===== src/hdl/nqse_pkg.sv =====
`timescale 1ns / 1ps
// Shared types, widths and helpers for the N-Queens enumerator.
// No dependencies; nqse_out_if, nqse_cell and the top module use this package.
package nqse_pkg;

  localparam int COL_W   = 3;
  localparam int MASK_W  = 8;
  localparam int SIZE_W  = 4;
  localparam int DEPTH_W = 4;
  localparam int PLACE_W = 24;

  typedef logic [COL_W-1:0]   col_t;
  typedef logic [MASK_W-1:0]  mask_t;
  typedef logic [SIZE_W-1:0]  size_t;
  typedef logic [DEPTH_W-1:0] depth_t;

  // Per-cell control from the sequencer.
  typedef struct packed {
    logic active;
    logic resume;
  } cell_ctrl_t;

  // Attack masks handed from one row cell to the row below.
  typedef struct packed {
    logic  load;
    mask_t col_m;
    mask_t diag_l;
    mask_t diag_r;
  } handoff_t;

  // Index of the lowest set bit; zero when no bit is set.
  function automatic col_t lowest_bit(input mask_t m);
    col_t idx;
    idx = '0;
    for (int i = MASK_W - 1; i >= 0; i--) begin
      if (m[i]) begin
        idx = col_t'(i);
      end
    end
    return idx;
  endfunction

endpackage


===== src/hdl/nqse_in_if.sv =====
`timescale 1ns / 1ps
// Request channel: valid/ready handshake carrying the restart flag.
// Depends on nothing.
interface nqse_in_if;
  logic valid;
  logic ready;
  logic restart;

  modport source (output valid, output restart, input ready);
  modport sink   (input valid, input restart, output ready);
endinterface


===== src/hdl/nqse_out_if.sv =====
`timescale 1ns / 1ps
// Result channel: valid/ready handshake carrying found and placement.
// Depends on nqse_pkg for the placement width.
interface nqse_out_if;
  logic                         valid;
  logic                         ready;
  logic                         found;
  logic [nqse_pkg::PLACE_W-1:0] placement;

  modport source (output valid, output found, output placement, input ready);
  modport sink   (input valid, input found, input placement, output ready);
endinterface


===== src/hdl/nqse_cell.sv =====
`timescale 1ns / 1ps
// One board row: holds its queen column and the attack masks from above,
// finds the next free column and hands updated masks to the row below. Uses nqse_pkg.
module nqse_cell (
  input  logic                 clk,
  input  nqse_pkg::cell_ctrl_t ctrl,
  input  nqse_pkg::mask_t      size_mask,
  input  nqse_pkg::handoff_t   prev,
  output nqse_pkg::handoff_t   next,
  output logic                 hit,
  output nqse_pkg::col_t       col
);
  import nqse_pkg::*;

  mask_t  col_m_r, diag_l_r, diag_r_r;
  col_t   col_r;
  size_t  start;
  mask_t  avail;
  col_t   pick;
  mask_t  pick_bit;

  always_comb begin
    // resume tries the column after the current queen, otherwise start at zero
    start    = ctrl.resume ? (size_t'(col_r) + size_t'(1)) : '0;
    avail    = ~(col_m_r | diag_l_r | diag_r_r) & size_mask & ({MASK_W{1'b1}} << start);
    pick     = lowest_bit(avail);
    pick_bit = mask_t'(1) << pick;
    hit      = ctrl.active && (|avail);

    next.load   = hit;
    next.col_m  = col_m_r | pick_bit;
    next.diag_l = (diag_l_r | pick_bit) << 1;
    next.diag_r = (diag_r_r | pick_bit) >> 1;
  end

  always_ff @(posedge clk) begin
    if (prev.load) begin
      col_m_r  <= prev.col_m;
      diag_l_r <= prev.diag_l;
      diag_r_r <= prev.diag_r;
    end
    if (hit) begin
      col_r <= pick;
    end
  end

  assign col = col_r;

endmodule


===== src/hdl/n_queens_solution_enumerator.sv =====
`timescale 1ns / 1ps
// N-Queens enumerator: each request word returns the next solution in depth-first
// order (rows top down, columns ascending), or found=0 once all are given; restart=1
// or a write of board_size begins again. A request is taken in IDLE and answered from
// EMIT; in SEARCH each step places a queen in the active row cell or backtracks one
// row, so latency depends on the board and on where the previous solution left off.
// One request is searched at a time; a finished result waits in the output register
// while the next request is taken. Depends on nqse_pkg, nqse_in_if, nqse_out_if, nqse_cell.
module n_queens_solution_enumerator #(
  parameter int MAX_SIZE = 8
) (
  input  logic                   clk,
  input  logic                   rst_n,
  input  logic                   cfg_we,
  input  logic [nqse_pkg::SIZE_W-1:0] cfg_wdata,
  nqse_in_if.sink                in_ch,
  nqse_out_if.source             out_ch
);
  import nqse_pkg::*;

  typedef enum logic [2:0] {
    ST_IDLE   = 3'b001,
    ST_SEARCH = 3'b010,
    ST_EMIT   = 3'b100
  } state_t;

  state_t state_r, state_nxt;
  size_t  size_r, size_nxt;
  depth_t depth_r, depth_nxt;
  logic   resume_r, resume_nxt;
  logic   started_r, started_nxt;
  logic   exhausted_r, exhausted_nxt;
  logic   res_found_r, res_found_nxt;
  logic   out_valid_r, out_valid_nxt;
  logic   out_found_r, out_found_nxt;
  logic [PLACE_W-1:0] out_place_r, out_place_nxt;

  size_t  n;
  mask_t  size_mask;
  logic   accept;
  logic   fresh;
  logic   any_hit;
  logic   st_eff, ex_eff;
  logic [PLACE_W-1:0] packed_cols;

  cell_ctrl_t ctrl   [MAX_SIZE];
  handoff_t   link   [MAX_SIZE+1];
  logic [MAX_SIZE-1:0] hits;
  col_t       cols   [MAX_SIZE];

  // clamp board size into 1..MAX_SIZE
  always_comb begin
    if (size_r == '0) begin
      n = size_t'(1);
    end else if (size_r > size_t'(MAX_SIZE)) begin
      n = size_t'(MAX_SIZE);
    end else begin
      n = size_r;
    end
  end

  assign size_mask = ~({MASK_W{1'b1}} << n);
  assign accept    = in_ch.valid && in_ch.ready;
  assign any_hit   = |hits;

  // row 0 starts from empty masks
  assign link[0].load   = fresh;
  assign link[0].col_m  = '0;
  assign link[0].diag_l = '0;
  assign link[0].diag_r = '0;

  genvar gi;
  generate
    for (gi = 0; gi < MAX_SIZE; gi++) begin : g_row
      assign ctrl[gi].active = (state_r == ST_SEARCH) && (depth_r == depth_t'(gi));
      assign ctrl[gi].resume = resume_r;

      nqse_cell u_cell (
        .clk       (clk),
        .ctrl      (ctrl[gi]),
        .size_mask (size_mask),
        .prev      (link[gi]),
        .next      (link[gi+1]),
        .hit       (hits[gi]),
        .col       (cols[gi])
      );
    end
  endgenerate

  // rows past the board read zero
  always_comb begin
    packed_cols = '0;
    for (int i = 0; i < MAX_SIZE; i++) begin
      if (size_t'(i) < n) begin
        packed_cols[COL_W*i +: COL_W] = cols[i];
      end
    end
  end

  always_comb begin
    state_nxt     = state_r;
    size_nxt      = size_r;
    depth_nxt     = depth_r;
    resume_nxt    = resume_r;
    started_nxt   = started_r;
    exhausted_nxt = exhausted_r;
    res_found_nxt = res_found_r;
    out_valid_nxt = out_valid_r;
    out_found_nxt = out_found_r;
    out_place_nxt = out_place_r;
    fresh         = 1'b0;
    st_eff        = in_ch.restart ? 1'b0 : started_r;
    ex_eff        = in_ch.restart ? 1'b0 : exhausted_r;

    // drop the result word once taken
    if (out_valid_r && out_ch.ready) begin
      out_valid_nxt = 1'b0;
    end

    if (cfg_we) begin
      size_nxt      = cfg_wdata;
      depth_nxt     = '0;
      started_nxt   = 1'b0;
      exhausted_nxt = 1'b0;
    end

    case (state_r)
      ST_IDLE: begin
        if (accept) begin
          started_nxt   = st_eff;
          exhausted_nxt = ex_eff;
          if (in_ch.restart) begin
            depth_nxt = '0;
          end
          if (ex_eff) begin
            res_found_nxt = 1'b0;
            state_nxt     = ST_EMIT;
          end else if (!st_eff) begin
            fresh       = 1'b1;
            started_nxt = 1'b1;
            depth_nxt   = '0;
            resume_nxt  = 1'b0;
            state_nxt   = ST_SEARCH;
          end else if (depth_r != depth_t'(n)) begin
            exhausted_nxt = 1'b1;
            res_found_nxt = 1'b0;
            state_nxt     = ST_EMIT;
          end else begin
            // resume from the last row of the previous solution
            depth_nxt  = depth_r - depth_t'(1);
            resume_nxt = 1'b1;
            state_nxt  = ST_SEARCH;
          end
        end
      end
      ST_SEARCH: begin
        if (any_hit) begin
          depth_nxt  = depth_r + depth_t'(1);
          resume_nxt = 1'b0;
          if ((depth_r + depth_t'(1)) == depth_t'(n)) begin
            res_found_nxt = 1'b1;
            state_nxt     = ST_EMIT;
          end
        end else if (depth_r == '0) begin
          exhausted_nxt = 1'b1;
          res_found_nxt = 1'b0;
          state_nxt     = ST_EMIT;
        end else begin
          // backtrack one row
          depth_nxt  = depth_r - depth_t'(1);
          resume_nxt = 1'b1;
        end
      end
      ST_EMIT: begin
        if (!out_valid_r || out_ch.ready) begin
          out_valid_nxt = 1'b1;
          out_found_nxt = res_found_r;
          out_place_nxt = res_found_r ? packed_cols : '0;
          state_nxt     = ST_IDLE;
        end
      end
      default: begin
        state_nxt = ST_IDLE;
      end
    endcase
  end

  always_ff @(posedge clk) begin
    if (!rst_n) begin
      state_r     <= ST_IDLE;
      size_r      <= size_t'(4);
      depth_r     <= '0;
      resume_r    <= 1'b0;
      started_r   <= 1'b0;
      exhausted_r <= 1'b0;
      res_found_r <= 1'b0;
      out_valid_r <= 1'b0;
    end else begin
      state_r     <= state_nxt;
      size_r      <= size_nxt;
      depth_r     <= depth_nxt;
      resume_r    <= resume_nxt;
      started_r   <= started_nxt;
      exhausted_r <= exhausted_nxt;
      res_found_r <= res_found_nxt;
      out_valid_r <= out_valid_nxt;
    end
  end

  always_ff @(posedge clk) begin
    out_found_r <= out_found_nxt;
    out_place_r <= out_place_nxt;
  end

  assign in_ch.ready      = (state_r == ST_IDLE);
  assign out_ch.valid     = out_valid_r;
  assign out_ch.found     = out_found_r;
  assign out_ch.placement = out_place_r;

endmodule

===== src/flat_wrapper.sv =====
// flat-port wrapper written by rule: the top's interface ports become plain ports
module n_queens_solution_enumerator_flat import nqse_pkg::*;
#(
  parameter int MAX_SIZE = 8
)
  (clk, rst_n, cfg_we, cfg_wdata, in_ch_valid, in_ch_restart, in_ch_ready, out_ch_valid, out_ch_found, out_ch_placement, out_ch_ready);
  nqse_in_if in_ch_i ();
  nqse_out_if out_ch_i ();
  input  logic clk;
  input  logic rst_n;
  input  logic cfg_we;
  input  logic [nqse_pkg::SIZE_W-1:0] cfg_wdata;
  input wire logic [$bits(in_ch_i.valid)-1:0] in_ch_valid;
  input wire logic [$bits(in_ch_i.restart)-1:0] in_ch_restart;
  output wire logic [$bits(in_ch_i.ready)-1:0] in_ch_ready;
  output wire logic [$bits(out_ch_i.valid)-1:0] out_ch_valid;
  output wire logic [$bits(out_ch_i.found)-1:0] out_ch_found;
  output wire logic [$bits(out_ch_i.placement)-1:0] out_ch_placement;
  input wire logic [$bits(out_ch_i.ready)-1:0] out_ch_ready;
  assign in_ch_i.valid = in_ch_valid;
  assign in_ch_i.restart = in_ch_restart;
  assign in_ch_ready = in_ch_i.ready;
  assign out_ch_valid = out_ch_i.valid;
  assign out_ch_found = out_ch_i.found;
  assign out_ch_placement = out_ch_i.placement;
  assign out_ch_i.ready = out_ch_ready;
  n_queens_solution_enumerator #(.MAX_SIZE(MAX_SIZE)) u_core (.clk(clk), .rst_n(rst_n), .cfg_we(cfg_we), .cfg_wdata(cfg_wdata), .in_ch(in_ch_i), .out_ch(out_ch_i));
endmodule

===== config.mk =====
export PLATFORM = sky130hd
export DESIGN_NAME = n_queens_solution_enumerator_flat
export DESIGN_NICKNAME = d
export VERILOG_FILES = /design/src/hdl/nqse_pkg.sv /design/src/hdl/nqse_in_if.sv /design/src/hdl/nqse_out_if.sv /design/src/hdl/nqse_cell.sv /design/src/hdl/n_queens_solution_enumerator.sv /design/src/flat_wrapper.sv
export SDC_FILE = /design/constraint.sdc
export NUM_CORES = 1
export LEC_CHECK = 0
export ABC_AREA = 1
export BUFFER_PORTS_ARGS = -buffer_cell sky130_fd_sc_hd__buf_2
export CAP_MARGIN = 20
export CORE_ASPECT_RATIO = 1.1
export CORE_MARGIN = 3
export CORE_UTILIZATION = 25
export DETAILED_ROUTE_END_ITERATION = 10
export GPL_TIMING_DRIVEN = 0
export PLACE_DENSITY_LB_ADDON = 0.05
export SETUP_SLACK_MARGIN = 0.4
export SLEW_MARGIN = 5
export SYNTH_ARGS = -nofsm -noshare
export SYNTH_HDL_FRONTEND = slang
export SYNTH_SLANG_ARGS = --single-unit

===== constraint.sdc =====
create_clock -name clk -period 3.88 [get_ports clk]
set_input_delay 0.388 -clock clk [delete_from_list [all_inputs] [get_ports clk]]
set_output_delay 0.388 -clock clk [all_outputs]
set_load 0.03 [all_outputs]

==> impl_summary.md, run 1 <==
Run status
The run finished with clean final reports.

Floorplanning
The area of the die is 46500 um^2. The vertical die dimension is roughly 230 um. Pin placement for this block handled 37 I/O pins. The area of the core is about 43000 um^2. The chip width is 206 um.

The effective utilization at floorplan is 0.256. In this run the core area contains 79 standard-cell rows.

Synth
Averaged over all synthesized cells, the footprint is 8.65 um^2. The sequential area share after synthesis is 0.545. The count of yosys warnings during synthesis is 0. The synthesized design contains between 150 and 200 enable-type register cells.

The number of distinct library cells after synthesis is 47. The number of nets in the synthesized netlist is 1293. After synthesis the netlist holds a flip-flop and latch count of 205. The synthesized netlist occupies a cell area of 11000 um^2. The most instantiated flip-flop cell in the synthesis netlist is edfxtp_1. Synthesis produced 1271 cells.

The fraction of synthesis flops using an asynchronous set or reset pin is 0.

Routing
The DRC violation count after routing is 0. The via count of the routed design is 8383. The first-iteration detailed-routing DRC count is 407. The residual antenna-violating net count after detailed routing is 0. The iteration count of the initial detailed-routing pass is 7.

The routed design has 32.7 mm of wire. After detailed routing, the average wire length per cell comes to 17.0 um. The post-detailed-route via-to-cell ratio is 4.35.

Power and ir drop
The static leakage is 5.60 nW. The share of total power dissipated in combinational logic is 0.191. The clock share of power is 0.411. The sequential share of power is 0.397. The worst-case IR drop observed on VDD is 0.271 mV. The power per unit of standard cell area is 498 nW/um^2. The internal portion of the total power is between 4 and 5 mW. Total power for the finished layout comes to 6.42 mW. Summed over all nets, the switching power comes to 1.92 mW. Of the total power, the share spent switching nets is 0.299.

Timing
The count of final hold-check violations was 0. The highest clock frequency the design can meet is 0.333 GHz. Setup repair after global routing left no endpoint under its margin. The max-slew violation total from the final report is 0. The worst clock skew is 16.9 ps. The number of setup violations in the final report is 0. The minimum clock period after layout is 3000 ps. The transition time at the pin with the least slew margin is 1040 ps.

In the final timing run, aggregate negative setup slack is 0 ps. The remaining max-slew budget at the tightest pin is 0.306. Of the available clock period, the critical path in the final layout requires 0.774. The worst hold slack across all endpoints is approximately 84 ps.

Critical path
The master of the slowest instance on the critical path is inv_1. The critical path starts at u_core.size_r[3]. The worst reg2reg path endpoint is u_core.g_row[7].u_cell.col_m_r[4]. In this run the worst setup path terminates at u_core.g_row[7].u_cell.col_m_r[4].

The worst setup path is of the reg -> reg kind. The most frequent cell on the critical path is nand2_1. The worst setup path is captured at a flip-flop.

The largest fanout on the critical path is 25. The signal on the critical path passes through inv_6, nand2_4, nand2_1, nor2_1, nand3_1, nand2_1, nor2_2, nand2_1, nand2_1, inv_1. Measured in cells, the most critical reg-to-reg path has a length of 10.

For the worst setup path, the data required time is roughly 4000 ps. In this run the critical register-to-register path is launched from u_core.size_r[3]. For the worst setup path, the data arrival time is about 3200 ps. The element type at the critical path start is a flip-flop. For flop-to-flop paths, the worst setup slack is 880 ps. For this run, the slowest stage of the critical path takes between 700 and 800 ps.

Clock network
The buffer cell driving the clock tree root is clkbuf_16. The post-cts sizing count is 0. The number of buffers on the longest clock path is 3. TritonCTS built the clock tree. The number of buffers created by CTS is 27. The H-tree depth is 1. The number of buffers added to fix hold violations after cts is 0.

The clock latency on the worst-skew pair is ~540 ps. The number of setup buffers added after CTS is 0. Clock-pin slew was measured on the worst setup and hold paths at 60 ps. The number of clock sinks is 205.

Finish
After the flow finishes, the layout carries non-filler instances totaling 1925. The share of post-route cells with drive strength above 1 is 0.135. The synthesis-to-layout area growth is 17.2%. The most common library cell in the layout ignoring fill and taps is nand2_1.

The diode insertion count for antenna repair is 0. For this run, the share of the core covered by cells in the final layout is 0.300. The library cells used most frequently in the layout, excluding fill and tap cells, are nand2_1 (331), inv_1 (222), edfxtp_1 (189).

The final layout net count is 1360.

Worst hold path
The min-delay analysis places its worst path in the category in -> reg.

Global routing
The first-pass GRT wire length is 49.2 mm. Summed over all layers, the global routing overflow is 0. The via count of the first global-routing pass is 8209. The number of antenna violations at the first check in global routing is 0. Entering global routing, the biggest net connects 26 pins. The global-route total usage across every layer is 0.141.

Placement
The routability congestion estimate from global placement is between 0.7 and 0.8. Summed over all nets, the half-perimeter wirelength after detailed placement is 25.1 mm. The number of buffers inserted by port buffering is 36. Counting tap cells, the placed design contains a total of 1875 instances.

Run
The max-cap violation count is 0.
## per-stage QoR
stage / setup WS, ps / instance area, um^2
after floorplan: 1510 / 11000
after global placement: 793 / 11900
after detailed placement: 800 / 11900
after CTS: 765 / 12900
after global routing: 626 / 12900
final: 876 / 12900
## logic make-up (layout without fill, tap and decap cells)
kind of cell	count (synthesis)	in the layout	synth area share
and+or+nand+nor	715	715	0.300
buffers and inverters	244	331	0.0866
DFF	205	205	0.545
AOI/OAI and AO/OA	89	89	0.0496
adders and majority gates	12	12	0.0137
xor gates and xnor gates	6	6	0.00478
## per-layer routing
layer  track usage  part of all wire  vias to the layer above
met5             0                 0                        -
met4        0.0469             0.035                        0
met3        0.0210             0.033                       68
met2         0.242              0.49                      148
met1         0.182              0.44                     3903
li1              -                 -                     4264
## state kept, by name, summed over array words and instances (netlist names), 3 cells and up
signal / count
u_core.g_row.u_cell.col_m_r: 56
u_core.g_row.u_cell.diag_l_r: 42
u_core.g_row.u_cell.diag_r_r: 42
u_core.g_row.u_cell.col: 24
u_core.out_ch.placement: 24
u_core.depth_r: 4
u_core.size_r: 4
u_core.state_r: 3
## synth_stat cells (2+ instances only)
cell / n / area share
inv_2: 9 / 0.0031
nand4_2: 2 / 0.0023
nor3_1: 25 / 0.011
nor3_4: 4 / 0.0059
a21oi_1: 21 / 0.0096
xnor2_1: 2 / 0.0016
dfxtp_1: 16 / 0.029
a31oi_1: 4 / 0.0023
nand2_2: 16 / 0.0091
nand3_1: 92 / 0.042
ha_1: 12 / 0.014
a21oi_2: 9 / 0.0072
buf_4: 2 / 0.0014
nand4_1: 20 / 0.011
inv_6: 2 / 0.0016
buf_6: 2 / 0.0020
nor2_4: 3 / 0.0031
o21ai_2: 3 / 0.0024
nor3_2: 10 / 0.0091
nand2_4: 8 / 0.0082
edfxtp_1: 189 / 0.52
nor2_1: 168 / 0.057
clkbuf_1: 4 / 0.0014
nor2_2: 11 / 0.0063
nand2_8: 2 / 0.0036
o22ai_1: 2 / 0.0011
xor2_1: 4 / 0.0032
o211ai_1: 2 / 0.0014
o21ai_1: 13 / 0.0059
or2_1: 7 / 0.0040
nand3_2: 9 / 0.0082
nand2_1: 331 / 0.11
or2_2: 5 / 0.0028
inv_1: 222 / 0.076
a31o_2: 2 / 0.0016
o21ai_4: 2 / 0.0030
o21ai_0: 26 / 0.012
## worst min-delay path by stage
stage                                  start                  end  slack (ps)  depth (start not counted)
after floorplan           u_core.res_found_r  u_core.out_ch.found         430                          0
after global placement    u_core.res_found_r  u_core.out_ch.found         450                          0
after detailed placement  u_core.res_found_r  u_core.out_ch.found         460                          0
after CTS                       cfg_wdata[0]     u_core.size_r[0]          60                          3
after global routing            cfg_wdata[0]     u_core.size_r[0]          90                          3
final                           cfg_wdata[0]     u_core.size_r[0]          80                          3
## worst max-delay path: cells and delay by family, from the launching register on
kind | cells | cell delay, ps
DFF | 1 | 590
buffers and inverters | 2 | 900
and+or+nand+nor | 8 | 1080
## final cells by class
| type | instances | area (um^2) |
|---|---|---|
| buffer | 9 | 57.6 |
| clock buffer | 29 | 683 |
| clock inverter | 20 | 251 |
| fill | 4653 | 30000 |
| inverter | 235 | 895 |
| multi-input combinational | 822 | 4050 |
| sequential | 205 | 6000 |
| tap | 567 | 709 |
| timing repair buffer | 38 | 235 |
## power by group through the flow
stage / registers [mW] / clock network (mW) / logic (mW)
after floorplan: 2.63 / 0 / 0.805
after global placement: 2.60 / 0 / 1.25
after detailed placement: 2.60 / 0 / 1.25
after CTS: 2.55 / 2.74 / 1.25
after global routing: 2.55 / 2.83 / 1.38
final: 2.55 / 2.64 / 1.23
Power figures use the tool's default switching activity.
==> run 2, diff against run 1 <==
Clock period 3.88 ns to 2.57 ns, I/O delays scaled along.
==> impl_summary.md, run 2 (synthesis results as in run 1) <==
Placement
The number of buffers inserted by port buffering came to 36 (unchanged). The half-perimeter wire length of the detailed placement result is 25.2 mm (+0.25%). The routability congestion estimate from global placement is 0.821 (+5.2%).

Floorplanning
The area of the die is 46500 um^2 (unchanged). The chip width came to 206 um (unchanged). The area of the core is 42900 um^2 (unchanged).

The effective utilization at floorplan was 0.256 (unchanged). The I/O pin count came to 37 (unchanged). The vertical die dimension came to 226 um (unchanged). The number of rows in the core area is 79 (unchanged).

Routing
The DRC violation count after routing was 0 (unchanged). The average detailed-routed wire length per instance came to 17.7 um (+4.4%). The final wirelength is 37.3 mm (+14%).

The post-detailed-route via-to-cell ratio is 4.42 (+1.5%). The via count of the routed design came to 9320 (+11%). The residual antenna-violating net count after detailed routing is 0 (unchanged).

The routed length on met1 came to 15.5 mm (+6.9%). The amount of wire on met3 after detailed routing came to 1.17 mm (+9.0%). The iteration count of the initial detailed-routing pass is 5 (-2).

The uppermost signal routing layer after detailed routing is met4. The met2 wire length is 19.3 mm (+21%). The first-iteration detailed-routing DRC count is 340 (-16%).

Critical path
The origin of the critical flop-to-flop path is u_core.resume_r. The largest fanout on the critical path is 7 (-72%). The endpoint identified for the worst register-to-register timing path is u_core.state_r[1]. The worst setup path is launched from a flip-flop. The worst reg-to-reg path cell count came to 17 (+7). The worst-case register-to-register setup slack is 170 ps (-710 ps). The signal arrival time at the worst endpoint came to 2850 ps (-300 ps).

The type of element capturing the critical path is a flip-flop. The worst setup path is of the reg -> reg kind. The required time at the endpoint of the critical path came to 3020 ps (-1010 ps).

Timing
The count of final hold-check violations is 0 (unchanged). Setup repair after global routing could not meet its margin everywhere. The worst clock skew is 18.7 ps (+1.87 ps). The max-slew violation total from the final report came to 0 (unchanged). The highest clock frequency the design can meet is 0.417 GHz (+25%). The transition time at the pin with the least slew margin is 591 ps (-449 ps). The remaining max-slew budget at the tightest pin was 0.606 (+0.300). The total negative slack for setup checks is 0 ps (unchanged). The number of setup violations in the final report is 0 (unchanged). The worst hold slack across all endpoints was 88.0 ps (+4.04 ps). The minimum clock period after layout is 2400 ps (-605 ps). The ratio of final minimum period to clock period came to 0.933 (+0.159).

Worst hold path
The endpoint of the worst hold path is u_core.state_r[2]. The critical hold path startpoint is rst_n. The class of the tightest hold or removal check is in -> reg.

The hold-critical path depth was 3 (unchanged).

Clock network
The clock latency on the worst-skew pair was 560 ps (+20 ps). The clock input transition at the sequential cells of the worst setup and hold paths is 60 ps (about the same). The clock tree from TritonCTS is yes.

The tree is rooted in a clkbuf_16. The number of buffers created by CTS is 27 (unchanged). The number of buffers on the longest clock path was 3 (unchanged). The H-tree depth is 1 (unchanged). The number of clock sinks came to 205 (unchanged).

Finish
The share of post-route cells with drive strength above 1 is 0.456 (+0.321). The library cells used most frequently in the layout, excluding fill and tap cells, are edfxtp_1 (189), inv_1 (188), nand2_1 (173). The largest registers in the layout are u_core.g_row.u_cell.col_m_r (56), u_core.g_row.u_cell.diag_l_r (42), u_core.g_row.u_cell.diag_r_r (42).

The synthesis-to-layout area growth is 50.7%. The library cell used most frequently in the layout, excluding fill and tap cells, is edfxtp_1. The core utilization of the finished layout is 0.386 (+0.0859). The diode insertion count for antenna repair was 0 (unchanged). The register name with the most flops is u_core.g_row.u_cell.col_m_r.

The number of fillers in the final layout was 4361 (-6.3%). The final layout net count came to 1545 (+14%). The flip-flop count of the largest register after layout came to 56 (unchanged).

Power and ir drop
The power per unit of standard cell area is 608 nW/um^2 (+22%). The static leakage is 6.94 nW (+24%). The sum of internal, switching and leakage power was 10.1 mW (+57%). The worst vdd rail ir drop is 0.420 mV (+55%).

Global routing
The via count of the first global-routing pass is 9141 (+11%). The largest net degree at the start of global routing is 16 (-38%). The global-route total usage across every layer is 0.155 (+0.0136). The number of antenna violations at the first check in global routing is 0 (unchanged). The first-pass GRT wire length is 54.2 mm (+10%). The leftover overflow at the end of global routing is 0 (unchanged).

Run
The max-cap violation count is 0 (unchanged).

Run status
The run finished with clean final reports.
-- run 2: changes by cell type in the layout (fill, tap and decap cells not counted), moves of 16 or more --
cell,previous run,this run
nor2_2,11,27
nand2_4,8,54
nand3_2,9,35
buf_12,0,18
inv_1,222,188
nand3_1,92,44
buf_4,2,108
nand2_1,331,173
nand3_4,0,22
nor2_4,4,49
buf_6,2,46
clkinvlp_4,1,17
nor2_1,167,106
nand2_2,16,124
-- run 2: repair_timing --
item	in CTS	in global routing
buffers inserted	99	69
pin swaps	93	141
cloned	11	1
endpoints found under the setup margin	325	299
endpoints found under the hold margin	5	0
hold buffers	5	0
gates resized for setup	247	355
-- run 2: metrics by stage --
step	setup WS, ps	std cells	cell area (um^2)
after floorplan	387	1271	11000
after global placement	-753	1874	11900
after detailed placement	-427	1876	12000
after CTS	265	2038	14700
after global routing	65.4	2108	16600
final	171	2108	16600
-- run 2: final cells by class --
type                            instances  area (um^2)  share of cell area
Sequential cell                       205         6010               0.363
Clock buffer                           37          723              0.0437
Inverter                              235          977              0.0590
Tap cell                              567          709              0.0428
Timing Repair inverter                  9         67.6             0.00408
Multi-Input combinational cell        822         5960               0.360
Clock inverter                         10         45.0             0.00272
Buffer                                  9          115             0.00695
Timing Repair Buffer                  214         1960               0.118
-- run 2: where the power goes --
part / internal (mW) / switching, mW
Clock: 1.94 / 1.44
Combinational: 1.02 / 1.81
Sequential: 3.78 / 0.0778
-- run 2: metal layers --
layer	GRT usage	vias up
li1	-	4636
met5	0	-
met3	0.0176	70
met1	0.194	4503
met2	0.275	111
met4	0.0537	0
-- run 2: worst max-delay path by stage --
stage | depth (start not counted) | slack [ps] | startpoint | endpoint
after detailed placement | 10 | -430 | u_core.resume_r | u_core.g_row[3].u_cell.diag_r_r[2]
final | 17 | 170 | u_core.resume_r | u_core.state_r[1]
after global placement | 3 | -750 | u_core.state_r[1] | u_core.out_ch.placement[9]
after CTS | 17 | 260 | u_core.resume_r | u_core.resume_r
after global routing | 17 | 70 | u_core.resume_r | u_core.state_r[1]
after floorplan | 17 | 390 | u_core.g_row[4].u_cell.col[0] | u_core.resume_r
-- run 2: critical path, cell delays in order (launching register included) --
cell	delay, ps
dfxtp_2	330
buf_12	150
clkinvlp_4	130
buf_12	160
o21ai_4	190
nand2_2	110
nand3_4	110
nand2_4	50
nor2_4	110
nand2_4	90
nand2_4	90
nand2_4	50
nor2_4	240
nand2_8	120
o21ai_4	110
o211ai_1	120
nand2_1	70
inv_1	40
==> run 3, diff against run 2 <==
Clock period 2.57 ns to 2.1 ns, I/O delays scaled along.
==> impl_summary.md, run 3 (synthesis results as in run 1) <==
Run status
The flow ran to the end, but the final reports show violations. The final reports fail on negative setup slack.

Timing
The minimum clock period after layout is 2400 ps (-1.53 ps). The ratio of final minimum period to clock period is 1.14 (+0.208). The count of final hold-check violations is 0 (unchanged). The remaining max-slew budget at the tightest pin was 0.367 (-0.239). The worst hold slack across all endpoints is 125 ps (+36.8 ps). The number of setup violations in the final report was 219 (+219).

The worst setup slack after layout is -297 ps (-468 ps). The total negative slack for setup checks was -24040 ps (-24040 ps). The transition time at the pin with the least slew margin came to 950 ps (+358 ps). Setup repair after global routing could not meet its margin everywhere. The worst clock skew is 7.98 ps (-10.8 ps).

The max-slew violation total from the final report is 0 (unchanged). The highest clock frequency the design can meet came to 0.417 GHz (about the same).

Floorplanning
The I/O pin count was 37 (unchanged). The chip width is 206 um (unchanged). The number of rows in the core area is 79 (unchanged). The area of the core is 42900 um^2 (unchanged). The area of the die is 46500 um^2 (unchanged). The effective utilization at floorplan is 0.256 (unchanged). The vertical die dimension came to 226 um (unchanged).

Placement
The worst setup slack after placement is -768 ps (-341 ps). The half-perimeter wire length of the detailed placement result came to 25.7 mm (+2.1%). The routability congestion estimate from global placement is 0.808 (-1.6%). The number of buffers inserted by port buffering came to 36 (unchanged).

Critical path
The signal arrival time at the worst endpoint is 2700 ps (-150 ps). The master of the slowest instance on the critical path is edfxtp_1. The buffers plus inverters on the worst setup path was 2 (-2). The required time at the endpoint of the critical path is 2400 ps (-620 ps). The critical path goes through ha_4, buf_6, nor2_4, nor2_2, nand2_1, nand3_2, nand2_2, nor2_4, nor3_4, buf_4, nor3_2, or2_1. The type of element capturing the critical path is a flip-flop. The largest fanout on the critical path is 6 (-1). By startpoint and endpoint, the worst setup path is classified as reg -> reg.

The most frequent cell on the critical path is nor2_4. The worst-case register-to-register setup slack is -300 ps (-470 ps). The highest cell delay on the worst timing path is 480 ps (+150 ps).

The kind of cell with the highest combined delay along the critical path is simple AND/OR/NAND/NOR gates. The worst setup path is launched from a flip-flop.

Global routing
The via count of the first global-routing pass was 9003 (-1.5%). The largest net degree at the start of global routing was 23 (+7). The number of antenna violations at the first check in global routing was 0 (unchanged). The global-route total usage across every layer is 0.151 (-0.00328).

The leftover overflow at the end of global routing came to 0 (unchanged). The first-pass GRT wire length is 52.6 mm (-2.8%).

Worst hold path
The class of the tightest hold or removal check is in -> reg.

Clock network
The clock tree from TritonCTS is yes. The number of buffers created by CTS is 27 (unchanged). The buffer cell driving the clock tree root is clkbuf_16. The clock input transition at the sequential cells of the worst setup and hold paths is 60 ps (about the same). The clock latency on the worst-skew pair is 550 ps (about the same).

The number of clock sinks was 205 (unchanged). The H-tree depth is 1 (unchanged). The number of buffers on the longest clock path is 3 (unchanged).

Run
The max-cap violation count is 0 (unchanged).

Finish
The diode insertion count for antenna repair is 0 (unchanged). The multi-input logic area is 5750 um^2 (-3.5%). The most common library cell in the layout ignoring fill and taps is nand2_1. From synthesis to final layout, the design area changed by 48.1%. Leaving out fill and tap cells, the most frequent cells in the layout are nand2_1 (212), edfxtp_1 (189), inv_1 (187). The share of post-route cells with drive strength above 1 came to 0.432 (-0.0235).

The flip-flop count of the largest register after layout is 56 (unchanged). The final layout net count is 1534 (-0.71%). The register area is 6010 um^2 (about the same). The largest registers in the layout are u_core.g_row.u_cell.col_m_r (56), u_core.g_row.u_cell.diag_l_r (42), u_core.g_row.u_cell.diag_r_r (42).

The number of fillers in the final layout came to 4393 (+0.73%). The register name with the most flops is u_core.g_row.u_cell.col_m_r.

Routing
The DRC violation count after routing was 0 (unchanged). The iteration count of the initial detailed-routing pass is 5 (unchanged). The final wirelength was 37.1 mm (-0.72%).

The average detailed-routed wire length per instance is 17.7 um (-0.20%). The post-detailed-route via-to-cell ratio came to 4.36 (-1.4%). The residual antenna-violating net count after detailed routing is 0 (unchanged). The first-iteration detailed-routing DRC count is 353 (+3.8%). The via count of the routed design was 9144 (-1.9%).

Power and ir drop
The power per unit of standard cell area came to 772 nW/um^2 (+27%). The worst vdd rail ir drop was 0.609 mV (+45%). The sum of internal, switching and leakage power is 12.6 mW (+25%). The static leakage is 6.78 nW (-2.2%).
-- run 3: changes by cell type in the layout (fill, tap and decap cells not counted), sizes merged --
cell / delta
buf: -12
clkbuf: -5
bufinv: +2
nand2: +2
clkinv: +1
clkinvlp: -1
dlygate4sd3: +1
inv: +1
-- run 3: timing repair --
item,4_1_cts,5_1_grt
setup endpoints to repair,343,345
hold endpoints to repair,6,0
setup buffers,67,90
hold buffers,6,0
pin swaps,45,115
resized for setup,122,265
gates cloned,6,6
-- run 3: path summary, 6_finish.rpt --
check	startpoint	end	cells past startpoint
worst min-delay path	in_ch_restart	u_core.started_r	3
worst max-delay path	u_core.g_row[4].u_cell.col[0]	u_core.g_row[5].u_cell.col_m_r[0]	12
worst min register to register	u_core.res_found_r	u_core.out_ch.found	0
worst max register to register	u_core.g_row[4].u_cell.col[0]	u_core.g_row[5].u_cell.col_m_r[0]	12
-- run 3: per-layer routing --
layer | share of wire | global-route usage | vias to the layer above
met5 | 0 | 0 | -
met1 | 0.42 | 0.185 | 4376
li1 | - | - | 4611
met3 | 0.031 | 0.0180 | 51
met2 | 0.52 | 0.279 | 106
met4 | 0.026 | 0.0429 | 0
-- run 3: worst reg2reg max path: cells and delay by family, from the launching register on --
| kind | cells | cell delay [ps] |
|---|---|---|
| adder cells (fa/ha/maj) | 1 | 210 |
| buffers and inverters | 2 | 290 |
| flip-flops | 1 | 480 |
| AND/OR/NAND/NOR | 9 | 1180 |
-- run 3: final cells by class --
| type | instances | area share |
|---|---|---|
| inverters | 235 | 0.0595 |
| plain buffers | 9 | 0.00707 |
| flip-flops and latches | 205 | 0.369 |
| repair buffers | 203 | 0.113 |
| clock inverters | 15 | 0.00822 |
| multi-input cells | 824 | 0.353 |
| clock buffers | 32 | 0.0427 |
| repair inverters | 7 | 0.00330 |
| well taps | 567 | 0.0436 |
-- run 3: per-stage QoR --
step,instances,cell area [um^2],utilization
3_3_place_gp,1874,12400,0.288
5_1_grt,2097,16300,0.379
2_1_floorplan,1271,11500,-
3_5_place_dp,1875,12400,0.289
6_report,2097,16300,0.379
4_1_cts,2001,14400,0.335
-- run 3: where the power goes --
part	leakage (nW)	switching (mW)	total [mW]	internal [mW]
Combinational	4.54	2.18	3.44	1.25
Clock	0.402	1.81	4.40	2.59
Sequential	1.84	0.100	4.73	4.63
Total	6.78	4.10	12.6	8.47
